$ cat src/sv/dsvfs_pkg.sv
// shared types and constants for the delimiter-separated value splitter
package dsvfs_pkg;

    localparam logic [7:0] QUOTE_BYTE     = 8'h22;
    localparam logic [7:0] NEWLINE_BYTE   = 8'h0A;
    localparam logic [7:0] DELIMITER_RST  = 8'd44;

    typedef enum logic {
        ACT_BYTE = 1'b0,
        ACT_END  = 1'b1
    } t_action;

    typedef enum logic [1:0] {
        KIND_BYTE     = 2'd0,
        KIND_CELL_END = 2'd1,
        KIND_ROW_END  = 2'd2
    } t_kind;

    // one result heading for the output register
    typedef struct packed {
        logic       load;
        t_kind      kind;
        logic [7:0] value;
    } t_result;

endpackage

$ cat src/sv/dsvfs_in_reg.sv
// input register stage holding one request
module dsvfs_in_reg import dsvfs_pkg::*; (
    input  logic       i_clk,
    input  logic       i_rst_n,
    input  logic       i_valid,
    output logic       o_stall,
    input  logic       i_action,
    input  logic [7:0] i_byte_req,
    input  logic       i_consume,
    output logic       o_valid,
    output t_action    o_action,
    output logic [7:0] o_byte_req
);

    logic       r_valid;
    t_action    r_action;
    logic [7:0] r_byte_req;
    logic       w_take;

    assign o_stall = r_valid && !i_consume;
    assign w_take  = i_valid && !o_stall;

    always_ff @(posedge i_clk) begin
        if (!i_rst_n) begin
            r_valid <= 1'b0;
        end else if (w_take) begin
            r_valid <= 1'b1;
        end else if (i_consume) begin
            r_valid <= 1'b0;
        end
    end

    always_ff @(posedge i_clk) begin
        if (w_take) begin
            r_action   <= t_action'(i_action);
            r_byte_req <= i_byte_req;
        end
    end

    assign o_valid    = r_valid;
    assign o_action   = r_action;
    assign o_byte_req = r_byte_req;

endmodule

$ cat src/sv/dsvfs_parse.sv
// quoting and row state with the per-byte parse decision
module dsvfs_parse import dsvfs_pkg::*; (
    input  logic       i_clk,
    input  logic       i_rst_n,
    input  logic       i_cfg_we,
    input  logic [7:0] i_cfg_data,
    input  logic       i_valid,
    input  t_action    i_action,
    input  logic [7:0] i_byte_req,
    input  logic       i_out_free,
    output logic       o_consume,
    output t_result    o_result
);

    logic [7:0] r_delimiter;
    logic       r_in_quotes;
    logic       r_quote_pending;
    logic [7:0] r_prev_byte;
    logic       r_line_start;

    logic       n_in_quotes;
    logic       n_quote_pending;
    logic [7:0] n_prev_byte;
    logic       n_line_start;

    logic       w_res_valid;
    t_kind      w_kind;
    logic [7:0] w_value;
    logic       w_inq;
    logic       w_done;

    always_comb begin
        n_in_quotes     = r_in_quotes;
        n_quote_pending = r_quote_pending;
        n_prev_byte     = r_prev_byte;
        n_line_start    = r_line_start;
        w_res_valid     = 1'b0;
        w_kind          = KIND_BYTE;
        w_value         = 8'd0;
        w_inq           = r_in_quotes;
        w_done          = 1'b0;
        if (i_action == ACT_END || i_byte_req == NEWLINE_BYTE) begin
            // end of source with an empty row gives nothing
            w_res_valid     = (i_action == ACT_BYTE) || !r_line_start;
            w_kind          = KIND_ROW_END;
            n_in_quotes     = 1'b0;
            n_quote_pending = 1'b0;
            n_prev_byte     = 8'd0;
            n_line_start    = 1'b1;
        end else begin
            if (r_quote_pending) begin
                n_quote_pending = 1'b0;
                if (i_byte_req == QUOTE_BYTE) begin
                    // doubled quote inside a quoted cell
                    w_res_valid = 1'b1;
                    w_kind      = KIND_BYTE;
                    w_value     = QUOTE_BYTE;
                    w_done      = 1'b1;
                end else begin
                    w_inq = 1'b0;
                end
            end
            if (!w_done) begin
                n_in_quotes = w_inq;
                if (i_byte_req == QUOTE_BYTE) begin
                    if (r_line_start || (!w_inq && r_prev_byte == r_delimiter)) begin
                        n_in_quotes = 1'b1;
                    end else begin
                        n_quote_pending = 1'b1;
                    end
                end else if (i_byte_req == r_delimiter && !w_inq) begin
                    w_res_valid = 1'b1;
                    w_kind      = KIND_CELL_END;
                end else begin
                    w_res_valid = 1'b1;
                    w_kind      = KIND_BYTE;
                    w_value     = i_byte_req;
                end
            end
            n_prev_byte  = i_byte_req;
            n_line_start = 1'b0;
        end
    end

    // a request with no result never waits for the output register
    assign o_consume      = i_valid && (!w_res_valid || i_out_free);
    assign o_result.load  = o_consume && w_res_valid;
    assign o_result.kind  = w_kind;
    assign o_result.value = w_value;

    always_ff @(posedge i_clk) begin
        if (!i_rst_n) begin
            r_delimiter     <= DELIMITER_RST;
            r_in_quotes     <= 1'b0;
            r_quote_pending <= 1'b0;
            r_prev_byte     <= 8'd0;
            r_line_start    <= 1'b1;
        end else begin
            if (i_cfg_we) begin
                r_delimiter <= i_cfg_data;
            end
            if (o_consume) begin
                r_in_quotes     <= n_in_quotes;
                r_quote_pending <= n_quote_pending;
                r_prev_byte     <= n_prev_byte;
                r_line_start    <= n_line_start;
            end
        end
    end

endmodule

$ cat src/sv/dsvfs_out_reg.sv
// result register toward the receiver
module dsvfs_out_reg import dsvfs_pkg::*; (
    input  logic       i_clk,
    input  logic       i_rst_n,
    input  t_result    i_result,
    output logic       o_free,
    output logic       o_valid,
    input  logic       i_stall,
    output logic [1:0] o_kind,
    output logic [7:0] o_value
);

    logic       r_valid;
    t_kind      r_kind;
    logic [7:0] r_value;

    assign o_free = !r_valid || !i_stall;

    always_ff @(posedge i_clk) begin
        if (!i_rst_n) begin
            r_valid <= 1'b0;
        end else if (i_result.load) begin
            r_valid <= 1'b1;
        end else if (!i_stall) begin
            r_valid <= 1'b0;
        end
    end

    always_ff @(posedge i_clk) begin
        if (i_result.load) begin
            r_kind  <= i_result.kind;
            r_value <= i_result.value;
        end
    end

    assign o_valid = r_valid;
    assign o_kind  = 2'(r_kind);
    assign o_value = r_value;

endmodule

$ cat src/sv/dsvfs_top.sv
// top level of the delimiter-separated value splitter
//
// input channel: i_valid / o_stall with i_action (0 byte, 1 end of source)
// and i_byte_req; a request is taken at a clock edge with i_valid high and
// o_stall low. output channel: o_valid / i_stall with o_kind (0 cell byte,
// 1 end of cell, 2 end of row) and o_value (the byte, zero otherwise).
// each request gives zero or one result.
// a request sits in the input register; the parse decision and state
// update are made from it and registered into the result register,
// which drives the outputs.
// throughput is one request per cycle while i_stall is low; the quote and
// row state update is a single short step; only i_stall holds back bytes.
// i_cfg_we with i_cfg_data writes the delimiter (reset value ','); write it
// only while no request is in flight.
// synchronous active-low reset empties both registers, sets the delimiter
// to ',' and starts a fresh row outside quotes.
// while i_stall holds, the result stays put; one more request can wait in
// the input register, requests with no result still pass, and then o_stall
// rises.
module dsv_field_splitter_top import dsvfs_pkg::*; (
    input  logic       i_clk,
    input  logic       i_rst_n,
    input  logic       i_cfg_we,
    input  logic [7:0] i_cfg_data,
    input  logic       i_valid,
    output logic       o_stall,
    input  logic       i_action,
    input  logic [7:0] i_byte_req,
    output logic       o_valid,
    input  logic       i_stall,
    output logic [1:0] o_kind,
    output logic [7:0] o_value
);

    logic       w_in_valid;
    t_action    w_in_action;
    logic [7:0] w_in_byte;
    logic       w_consume;
    logic       w_out_free;
    t_result    w_result;

    dsvfs_in_reg u_in_reg (
        .i_clk      (i_clk),
        .i_rst_n    (i_rst_n),
        .i_valid    (i_valid),
        .o_stall    (o_stall),
        .i_action   (i_action),
        .i_byte_req (i_byte_req),
        .i_consume  (w_consume),
        .o_valid    (w_in_valid),
        .o_action   (w_in_action),
        .o_byte_req (w_in_byte)
    );

    dsvfs_parse u_parse (
        .i_clk      (i_clk),
        .i_rst_n    (i_rst_n),
        .i_cfg_we   (i_cfg_we),
        .i_cfg_data (i_cfg_data),
        .i_valid    (w_in_valid),
        .i_action   (w_in_action),
        .i_byte_req (w_in_byte),
        .i_out_free (w_out_free),
        .o_consume  (w_consume),
        .o_result   (w_result)
    );

    dsvfs_out_reg u_out_reg (
        .i_clk    (i_clk),
        .i_rst_n  (i_rst_n),
        .i_result (w_result),
        .o_free   (w_out_free),
        .o_valid  (o_valid),
        .i_stall  (i_stall),
        .o_kind   (o_kind),
        .o_value  (o_value)
    );

    // a taken request is held in the input register next cycle
    a_in_hold: assert property (@(posedge i_clk) disable iff (!i_rst_n)
        (i_valid && !o_stall) |=> w_in_valid)
        else $error("accepted request lost from input register");

    // marker results always carry a zero value
    a_marker_zero: assert property (@(posedge i_clk) disable iff (!i_rst_n)
        (o_valid && o_kind != 2'(KIND_BYTE)) |-> (o_value == 8'd0))
        else $error("marker result with nonzero value");

    a_kind_legal: assert property (@(posedge i_clk) disable iff (!i_rst_n)
        o_valid |-> (o_kind != 2'd3))
        else $error("illegal result kind");

    // the result register never overwrites a result still waiting
    a_no_overwrite: assert property (@(posedge i_clk) disable iff (!i_rst_n)
        (o_valid && i_stall) |-> !w_result.load)
        else $error("result overwritten while stalled");

endmodule
$ cat config.mk
export PLATFORM = sky130hd
export DESIGN_NAME = dsv_field_splitter_top
export DESIGN_NICKNAME = d
export VERILOG_FILES = /design/src/sv/dsvfs_pkg.sv /design/src/sv/dsvfs_in_reg.sv /design/src/sv/dsvfs_parse.sv /design/src/sv/dsvfs_out_reg.sv /design/src/sv/dsvfs_top.sv
export SDC_FILE = /design/constraint.sdc
export NUM_CORES = 1
export LEC_CHECK = 0
export BUFFER_PORTS_ARGS = -buffer_cell sky130_fd_sc_hd__buf_2
export CORE_MARGIN = 4
export CORE_UTILIZATION = 54
export CTS_CLUSTER_SIZE = 40
export DETAILED_ROUTE_END_ITERATION = 12
export GPL_ROUTABILITY_DRIVEN = 0
export PLACE_DENSITY = 0.82
export SYNTH_ARGS = -nofsm -noshare
export SYNTH_HDL_FRONTEND = slang
export SYNTH_SLANG_ARGS = --single-unit
$ cat constraint.sdc
create_clock -name i_clk -period 3.01 [get_ports i_clk]
set_input_delay 0.1505 -clock i_clk [delete_from_list [all_inputs] [get_ports i_clk]]
set_output_delay 0.1505 -clock i_clk [all_outputs]
set_load 0.1 [all_outputs]
# Word level (Yosys, flattened, before mapping)
# Index checks and enable logic that the tools add are counted.
# word_totals
elab_cells	71
regBits	40
inputBits	22
# classes
bitwise	1
n_reduce_logical	21
n_eq_ne	6
mux	31
# op_table
op	n
two-way mux 8 bit	5
two-way mux 1 bit	23
== test 8 bit	2
== test 8 x 4 -> 1 bit (second input constant)	1
== test 8 x 6 -> 1 bit (second input constant)	1
zero test 1 bit	7
logical AND 1 bit	6
two-way mux 6 bit	1
logical OR 1 bit	5
two-way mux 2 bit	2
!= test 2 x 1 -> 1 bit (second input constant)	2
OR reduction 3 bit	1
AND reduction 2 bit	1
nonzero test 2 bit	1
NOT 1 bit	1

# Depth between registers and ports, before layout
# Gate-level depths: netlist of run 1.
# depth
ltp_word	14
mapped_depth	7

# Hierarchy
# A second synthesis of run 1 with hierarchy kept.
# unflattened
cells_unflattened	162
area_unflattened_um2	1820.5
# by_module_without_submodules
mod	area_per_inst_um2	cells_each	instances
dsvfs_parse	1167.4	135	1
dsvfs_out_reg	335.3	14	1
dsvfs_in_reg	317.8	13	1

# Worst setup path after synthesis of run 1
# Ideal clock, no wire load.
# synth_timing
path_kind	register to register
startpoint	reg u_out_reg.r_valid (netlist: u_out_reg.o_valid)
endpoint	reg u_in_reg.r_action (netlist: u_in_reg.o_action), enable pin
arrival_time_ps	2931
slack_ps	-315
period_less_slack_ps	3325
required_ps	2616
path_buffers	0
path_stages_with_launch	4
path_cell_list	dfxtp_1 -> nand2_1 -> nor2_1 -> nor2b_1
# synth_between
elab_chain_cells	8
# synth_lines
element	line	source
start: declaration	dsvfs_out_reg.sv:13	logic r_valid;
start signal: assignment	dsvfs_out_reg.sv:21	r_valid <= 1'b0;
start signal: assignment	dsvfs_out_reg.sv:23	r_valid <= 1'b1;
start signal: assignment	dsvfs_out_reg.sv:25	r_valid <= 1'b0;
zero test 1 bit	dsvfs_out_reg.sv:17	assign o_free = !r_valid || !i_stall;
logical OR 1 bit	dsvfs_out_reg.sv:17	
logical OR 1 bit	dsvfs_parse.sv:86	assign o_consume = i_valid && (!w_res_valid || i_out_free);
logical AND 1 bit	dsvfs_parse.sv:86	
zero test 1 bit	dsvfs_in_reg.sv:20	assign o_stall = r_valid && !i_consume;
logical AND 1 bit	dsvfs_in_reg.sv:20	
via o_stall	dsvfs_top.sv:26	output logic o_stall,
zero test 1 bit	dsvfs_in_reg.sv:21	assign w_take = i_valid && !o_stall;
logical AND 1 bit	dsvfs_in_reg.sv:21	
via u_in_reg.w_take	dsvfs_in_reg.sv:18	logic w_take;
end signal: assignment	dsvfs_in_reg.sv:35	r_action <= t_action'(i_action);
end: declaration	dsvfs_in_reg.sv:16	t_action r_action;
# The timed path passes the listed nets, and every way through them passes these cells.
# A chain may end at the register's enable or synchronous reset.

# Worst setup path after layout of run 1
# layout_timing
startpoint	reg u_in_reg.r_byte_req[4] (netlist: u_in_reg.o_byte_req[4])
endpoint	out o_stall
# layout_between
elab_chain_cells	11
word_cells_on_any_way	14
# layout_lines
element	line	source
start: declaration	dsvfs_in_reg.sv:17	logic [7:0] r_byte_req;
start signal: assignment	dsvfs_in_reg.sv:36	r_byte_req <= i_byte_req;
== test 8 x 6 -> 1 bit	dsvfs_parse.sv:53, dsvfs_parse.sv:65	
two-way mux 1 bit	dsvfs_parse.sv:53	if (i_byte_req == QUOTE_BYTE) begin
two-way mux 1 bit	dsvfs_parse.sv:51	if (r_quote_pending) begin
two-way mux 1 bit (on tied branches)	dsvfs_parse.sv:65, dsvfs_parse.sv:42	
two-way mux 1 bit	dsvfs_parse.sv:63	if (!w_done) begin
two-way mux 1 bit *	dsvfs_parse.sv:42	if (i_action == ACT_END || i_byte_req == NEWLINE_BYTE) begin
zero test 1 bit *	dsvfs_parse.sv:86	
logical OR 1 bit *	dsvfs_parse.sv:86	
logical AND 1 bit *	dsvfs_parse.sv:86	
zero test 1 bit *	dsvfs_in_reg.sv:20	
logical AND 1 bit *	dsvfs_in_reg.sv:20	
end: declaration	dsvfs_top.sv:26	
# Mark *: on every way between the ends. The rest lies on a longest branch, timed or not. The select of a mux whose other input is x is not followed.

==> results of run 1 <==
## through the flow
stage	area (sq um)	total power (W)	hold slack [ns]
floorplan	1836	0.0007351	0.2494
global placement	2037	0.0007693	0.3266
detailed placement	2037	0.0007751	0.3286
CTS	2208	0.001062	0.003576
global route	2208	0.001107	0.009041
finish	2208	0.001056	0.01436
## worst min path at each step
stage | startpoint | end | slack [ns] | depth (start not counted)
after floorplan | i_action | u_in_reg.o_action | 0.25 | 0
after global placement | i_action | u_in_reg.o_action | 0.33 | 1
after CTS | i_cfg_data[2] | u_parse.r_delimiter[2] | 0.004 | 3
after global routing | i_valid | u_in_reg.o_valid | 0.009 | 2
final | i_cfg_data[2] | u_parse.r_delimiter[2] | 0.01 | 3
after detailed placement | i_byte_req[5] | u_in_reg.o_byte_req[5] | 0.33 | 1
## layer usage
metal,vias up,global-route usage [%]
li1,675,-
met1,654,22.85
met2,59,32.71
met3,8,5.612
met4,0,9.645
met5,-,0
## worst min-delay path: stages
cell	delay [ns]
sky130_fd_sc_hd__buf_2	0.07
sky130_fd_sc_hd__mux2i_1	0.05
sky130_fd_sc_hd__nand2_1	0.06
## sequential cells by signal, indices dropped and copies added (netlist names)
name                     flops
u_in_reg.o_byte_req          8
u_out_reg.o_value            8
u_parse.r_delimiter          8
u_parse.r_prev_byte          8
u_out_reg.o_kind             2
u_in_reg.o_action            1
u_in_reg.o_valid             1
u_out_reg.o_valid            1
u_parse.r_in_quotes          1
u_parse.r_line_start         1
u_parse.r_quote_pending      1
## final cells by class
cell class	count	area, sq um
repair buffers	46	290.3
clock inverters	2	10.01
well taps	44	55.05
inverters	4	15.01
fillers	251	944.7
clock buffers	6	51.30
multi-input cells	112	795.8
flip-flops and latches	40	991.0
## cells in the final DEF, fill, tap and decap left out, drive strengths merged, types with 3 or more instances in the layout
master,Yosys,final
and2,8,8
nand3b,3,3
o21ai,3,3
mux2i,10,10
inv,4,4
a21boi,8,8
dfxtp,21,21
xnor2,16,16
buf,1,35
dlygate4sd3,0,11
nand4,4,4
nand2,10,10
nand3,13,13
a21oi,3,3
nor2b,7,7
nor2,3,3
clkbuf,6,6
edfxtp,19,19
## cells by family after synthesis
group                  count (synthesis)  share of synthesized area [%]
AO/OA/AOI/OAI                         25                          9.693
XOR/XNOR                              17                          8.123
buffers and inverters                 11                          2.662
flip-flops                            40                          54.06
multiplexers                          10                          5.461
AND/OR/NAND/NOR                       60                          20.00
## power breakdown
part / switching, W / leakage (nW) / internal, W
Combinational: 0.0000901 / 0.442 / 0.0000631
Clock: 0.000170 / 0.0380 / 0.000111
Sequential: 0.0000261 / 0.352 / 0.000595
==> impl_summary.txt, run 1 <==
----------------------------------------------------
[Outcome]
  Status ... complete, no violations

[Logic synthesis]
  Post-synth EDFFs ... 19
  Leading register cell type out of synthesis ... sky130_fd_sc_hd__dfxtp_1
  Library cell with the largest summed area after synthesis ... sky130_fd_sc_hd__edfxtp_1
  Nets in the synthesized netlist ... 185
  Number of instances in the synthesized netlist ... 163
  Async S/R FF share, synth ... 0%
  Cell with the most instances after synthesis ... sky130_fd_sc_hd__dfxtp_1
  Mean Syn Cell Area ... 11.25 sq um
  Area contributors post-synth ... sky130_fd_sc_hd__edfxtp_1 31%, sky130_fd_sc_hd__dfxtp_1 23%, sky130_fd_sc_hd__xnor2_1 7.6%
  Flip-flop and latch count after synthesis ... 40
  Post-synth top cells ... 21 x sky130_fd_sc_hd__dfxtp_1, 19 x sky130_fd_sc_hd__edfxtp_1, 16 x sky130_fd_sc_hd__xnor2_1
  Number of synthesis warnings ... 0
  Share of the yosys chip area belonging to registers ... 54.06%
  Post-synth design cell area ... 0.001833 sq mm
  Fraction of post-synthesis cell area in the top cell type by area ... 31.13%
  Library cells used by synthesis ... 39

[Floorplan]
  Number of standard-cell rows in the floorplan ... 20
  Die area ... 0.004390 sq mm
  Die boundary width ... 66.26 um
  Die span in y ... 66.26 um
  Core area ... 0.003153 sq mm
  Starting Density ... 58.13%
  Number of top-level design ports ... 34

[Routing]
  Per-cell via count in the routed design ... 5.496
  Uppermost routed layer ... met4
  Total DRC errors in the routed layout ... 0
  Antenna viol nets, final ... 0
  Vias after detailed routing ... 1396
  First-pass DRT Iterations ... 4
  Detailed router's first-iteration violation count ... 60
  Met1 layer wirelength in the final routing ... 1516 um
  Met2 WL post-DR ... 1945 um
  Wire per inst ... 15.03 um
  Total wire length after detailed routing ... 3818 um
  Met3 wire len ... 267 um

[GRT]
  Initial antenna violation count ... 0
  Residual overflow from global routing ... 0
  Global-route usage over all layers ... 19.62%
  First-pass GRT wire length ... 6320 um
  Number of global-route vias before repair ... 1406
  Largest net degree at the start of global routing ... 24

[Critical path]
  CP required ... 2.86 ns
  Kind of critical path ... flip-flop to output pin
  Cells along the critical path ... or4b_4 > nor4_2 > a211o_1 > nor2_2 > buf_2
  R2R Path End ... u_in_reg.o_byte_req[2]
  Worst R2R Setup Slack ... 0.52 ns
  Endpoint arrival time on the critical path ... 2.56 ns
  FF-to-FF Start ... u_in_reg.o_byte_req[4]
  Setup crit end kind ... output pin
  Capture point of the critical path ... o_stall
  Worst setup path startpoint ... u_in_reg.o_byte_req[4]
  Sort of element at the start of the critical path ... flip-flop
  Logic depth of the worst setup path including buffers ... 5
  Slowest Stage Delay on Critical Path ... 0.60 ns
  Depth of the worst register-to-register path ... 6
  Buf+Inv Stages, Crit Path ... 1
  Master of the slowest instance on the critical path ... sky130_fd_sc_hd__or4b_4
  Peak fanout along the critical path ... 6
  Kind of cell adding the most delay to the critical path ... simple AND/OR/NAND/NOR gates

[Clocking]
  Number of resized instances in the post-cts repair step ... 0
  Number of buffers inserted to repair setup after CTS ... 0
  # H-tree levels ... 2
  Clock Root Buffer ... sky130_fd_sc_hd__clkbuf_4
  Post-CTS Hold Fix Bufs ... 11
  Maximum clock insertion buffer count ... 2
  Total clock buffers created by CTS ... 5
  Clock edge transition at the registers on the reported setup and hold paths ... 0.11 ns
  Clk sink count ... 40
  Clock insertion delay at the later pin of the skew report ... 0.35 ns
  Clock tree from TritonCTS ... done

[Timing]
  Slew Limit Headroom ... 39.89%
  Timing-limited maximum frequency ... 369.5 MHz
  Count of final setup violators ... 0
  RSZ-0062 raised after global routing ... no
  Pins over their slew limit ... 0
  Setup_tns ... 0 ns
  Actual slew at the worst max-slew pin ... 0.9017 ns
  Max Clock Skew ... 0.01256 ns
  Post-route minimum period ... 2.706 ns
  Final period util ... 89.90%
  Hold Fails Final Rpt ... 0
  Worst setup slack after layout ... 0.3039 ns

[Power]
  Power per unit of standard cell area ... 478.4 mW/mm^2
  Maximum vdd drop ... 0.0002829 V
  Static leakage power ... 0.8328 nW

[Final layout]
  Fin util ... 70.04%
  Share of cells above drive strength 1 ... 23.33%
  Antenna diode count ... 0
  Fin cells ... 254
  Layout Nets ... 231
  Synth-to-layout area growth ... 20.48%

[Placement]
  Half-perimeter wire length after detailed placement ... 2704 um
  Placed Cells incl. Taps ... 235
  Count of input and output buffers ... 33
  Place WS ... 0.5681 ns

[Job]
  Count of maximum capacitance violations ... 0

[Min path]
  Worst Hold Class ... input pin to flip-flop

----------------------------------------------------
Power figures use the tool's default switching activity.
==> inputs of run 2 (changes only) <==
CORE_UTILIZATION = 58   (was 54)
PLACE_DENSITY = 0.87   (was 0.82)
clock period = 3.23 ns   (was 3.01 ns; I/O delays follow)
==> impl_summary.txt, run 2 (synthesized netlist as in run 1, its figures left out) <==
----------------------------------------------------
[Power]
  Power per unit of standard cell area ... 439.4 mW/mm^2 (-8.2%)
  Maximum vdd drop ... 0.0002990 V (+5.7%)
  Static leakage power ... 0.8188 nW (-1.7%)
  Total power draw ... 0.0009571 W (-9.4%)

[Placement]
  Half-perimeter wire length after detailed placement ... 2748 um (+1.6%)
  Count of input and output buffers ... 33 (unchanged)
  Placed Cells incl. Taps ... 235 (unchanged)

[Outcome]
  Status ... complete, no violations

[Clocking]
  Maximum clock insertion buffer count ... 2 (unchanged)
  Number of buffers inserted to repair setup after CTS ... 0 (unchanged)
  Clock insertion delay at the later pin of the skew report ... 0.35 ns (about the same)
  # H-tree levels ... 2 (unchanged)
  Clock Root Buffer ... sky130_fd_sc_hd__clkbuf_4
  Clk sink count ... 40 (unchanged)
  Total clock buffers created by CTS ... 5 (unchanged)
  Clock edge transition at the registers on the reported setup and hold paths ... 0.11 ns (about the same)
  Clock tree from TritonCTS ... done

[Floorplan]
  Number of top-level design ports ... 34 (unchanged)
  Die span in y ... 64.22 um (-3.1%)
  Starting Density ... 60.54% (+2.4 points)
  Core area ... 0.003028 sq mm (-4.0%)
  Die area ... 0.004124 sq mm (-6.1%)
  Number of standard-cell rows in the floorplan ... 20 (unchanged)
  Die boundary width ... 64.22 um (-3.1%)

[Final layout]
  Share of cells above drive strength 1 ... 23.08% (-0.26 points)
  Most common cell after layout, fill and taps aside ... sky130_fd_sc_hd__buf_2
  Antenna diode count ... 0 (unchanged)
  Commonest cells after routing, fill and taps aside ... 33 x sky130_fd_sc_hd__buf_2, 21 x sky130_fd_sc_hd__dfxtp_1, 19 x sky130_fd_sc_hd__edfxtp_1, 16 x sky130_fd_sc_hd__xnor2_1, 13 x sky130_fd_sc_hd__nand3_1
  Layout Nets ... 229 (-0.87%)
  Footprint of the multi-input gates ... 795.8 sq um (unchanged)
  Final-layout fill cell count ... 205 (-18%)
  Flip-flop and latch area ... 991.0 sq um (unchanged)
  Fin cells ... 252 (-0.79%)
  Fin util ... 71.94% (+1.9 points)
  Synth-to-layout area growth ... 18.84%

[Routing]
  Detailed router's first-iteration violation count ... 58 (-3.3%)
  Per-cell via count in the routed design ... 5.679 (+3.3%)
  First-pass DRT Iterations ... 5 (+1)
  Wire per inst ... 15.52 um (+3.2%)
  Antenna viol nets, final ... 0 (unchanged)
  Total wire length after detailed routing ... 3910 um (+2.4%)
  Total DRC errors in the routed layout ... 0 (unchanged)
  Vias after detailed routing ... 1431 (+2.5%)

[GRT]
  Initial antenna violation count ... 0 (unchanged)
  Number of global-route vias before repair ... 1379 (-1.9%)
  First-pass GRT wire length ... 6492 um (+2.7%)
  Global-route usage over all layers ... 20.93% (+1.3 points)
  Largest net degree at the start of global routing ... 24 (unchanged)
  Residual overflow from global routing ... 0 (unchanged)

[Timing]
  Final period util ... 83.49%
  Post-route minimum period ... 2.697 ns
  RSZ-0062 raised after global routing ... no
  Pins over their slew limit ... 0 (unchanged)
  Count of final setup violators ... 0 (unchanged)
  Max Clock Skew ... 0.002841 ns (-0.009724 ns)
  Setup_tns ... 0 ns (unchanged)
  Hold Fails Final Rpt ... 0 (unchanged)
  Timing-limited maximum frequency ... 370.8 MHz
  Slew Limit Headroom ... 39.11% (-0.78 points)
  Actual slew at the worst max-slew pin ... 0.9134 ns (+0.01170 ns)
  Minimum hold slack ... 0.02424 ns (+0.009873 ns)

[Critical path]
  Setup crit end kind ... output pin
  Kind of critical path ... flip-flop to output pin
  Sort of element at the start of the critical path ... flip-flop
  CP required ... 3.07 ns (+0.21 ns)
  Endpoint arrival time on the critical path ... 2.54 ns (-0.02 ns)
  Peak fanout along the critical path ... 6 (unchanged)

[Job]
  Count of maximum capacitance violations ... 0 (unchanged)

[Min path]
  Worst Hold Class ... input pin to flip-flop

----------------------------------------------------
==> run 2: report_power, final <==
group          total [W]  internal, W  switching [W]
sequential      0.000580     0.000555      0.0000248
combinational   0.000142    0.0000572      0.0000844
clock           0.000236    0.0000798       0.000156
==> run 2: cell type report <==
type	instances	area share [%]
sequential	40	45.49
multi-input combinational	112	36.53
timing repair buffer	44	12.41
tap	44	2.527
clock buffer	5	1.723
inverter	4	0.6893
clock inverter	3	0.6318
==> run 2: critical path, cell delays in order, from the launching register on <==
cell and delay, ns:
sky130_fd_sc_hd__edfxtp_1 0.49, sky130_fd_sc_hd__or4b_4 0.58, sky130_fd_sc_hd__nor4_2 0.51, sky130_fd_sc_hd__a211o_1 0.25, sky130_fd_sc_hd__nor2_2 0.05, sky130_fd_sc_hd__buf_2 0.29
==> run 2: metrics by stage <==
stage / setup WS (ns) / area [sq um]
after floorplan: 0.4501 / 1836
after global routing: 0.3579 / 2178
after detailed placement: 0.7915 / 2037
final: 0.5333 / 2178
after global placement: 0.8573 / 2037
after CTS: 0.5363 / 2178
==> run 2: worst paths after layout <==
| kind | from | to | slack [ns] | depth (start not counted) |
|---|---|---|---|---|
| worst max-delay path | u_in_reg.o_byte_req[6] | o_stall | 0.53 | 5 |
| worst min-delay path | i_cfg_data[2] | u_parse.r_delimiter[2] | 0.02 | 3 |
| worst max register to register | u_in_reg.o_byte_req[6] | u_in_reg.o_byte_req[3] | 0.76 | 6 |
| worst min register to register | u_parse.r_prev_byte[2] | u_parse.r_prev_byte[2] | 0.49 | 2 |
==> run 2: timing repair <==
action | 4_1_cts | 5_1_grt
hold buffers | 9 | 0
resized for setup | 0 | 0
hold endpoints to repair | 9 | 0
==> run 2: per-layer routing <==
layer | routed length (um) | part of all wire [%] | GRT usage, %
met5 | 0 | 0 | 0
met4 | 87 | 2.2 | 8.971
met3 | 303 | 7.7 | 6.503
met2 | 2016 | 52 | 35.61
met1 | 1503 | 38 | 24.18
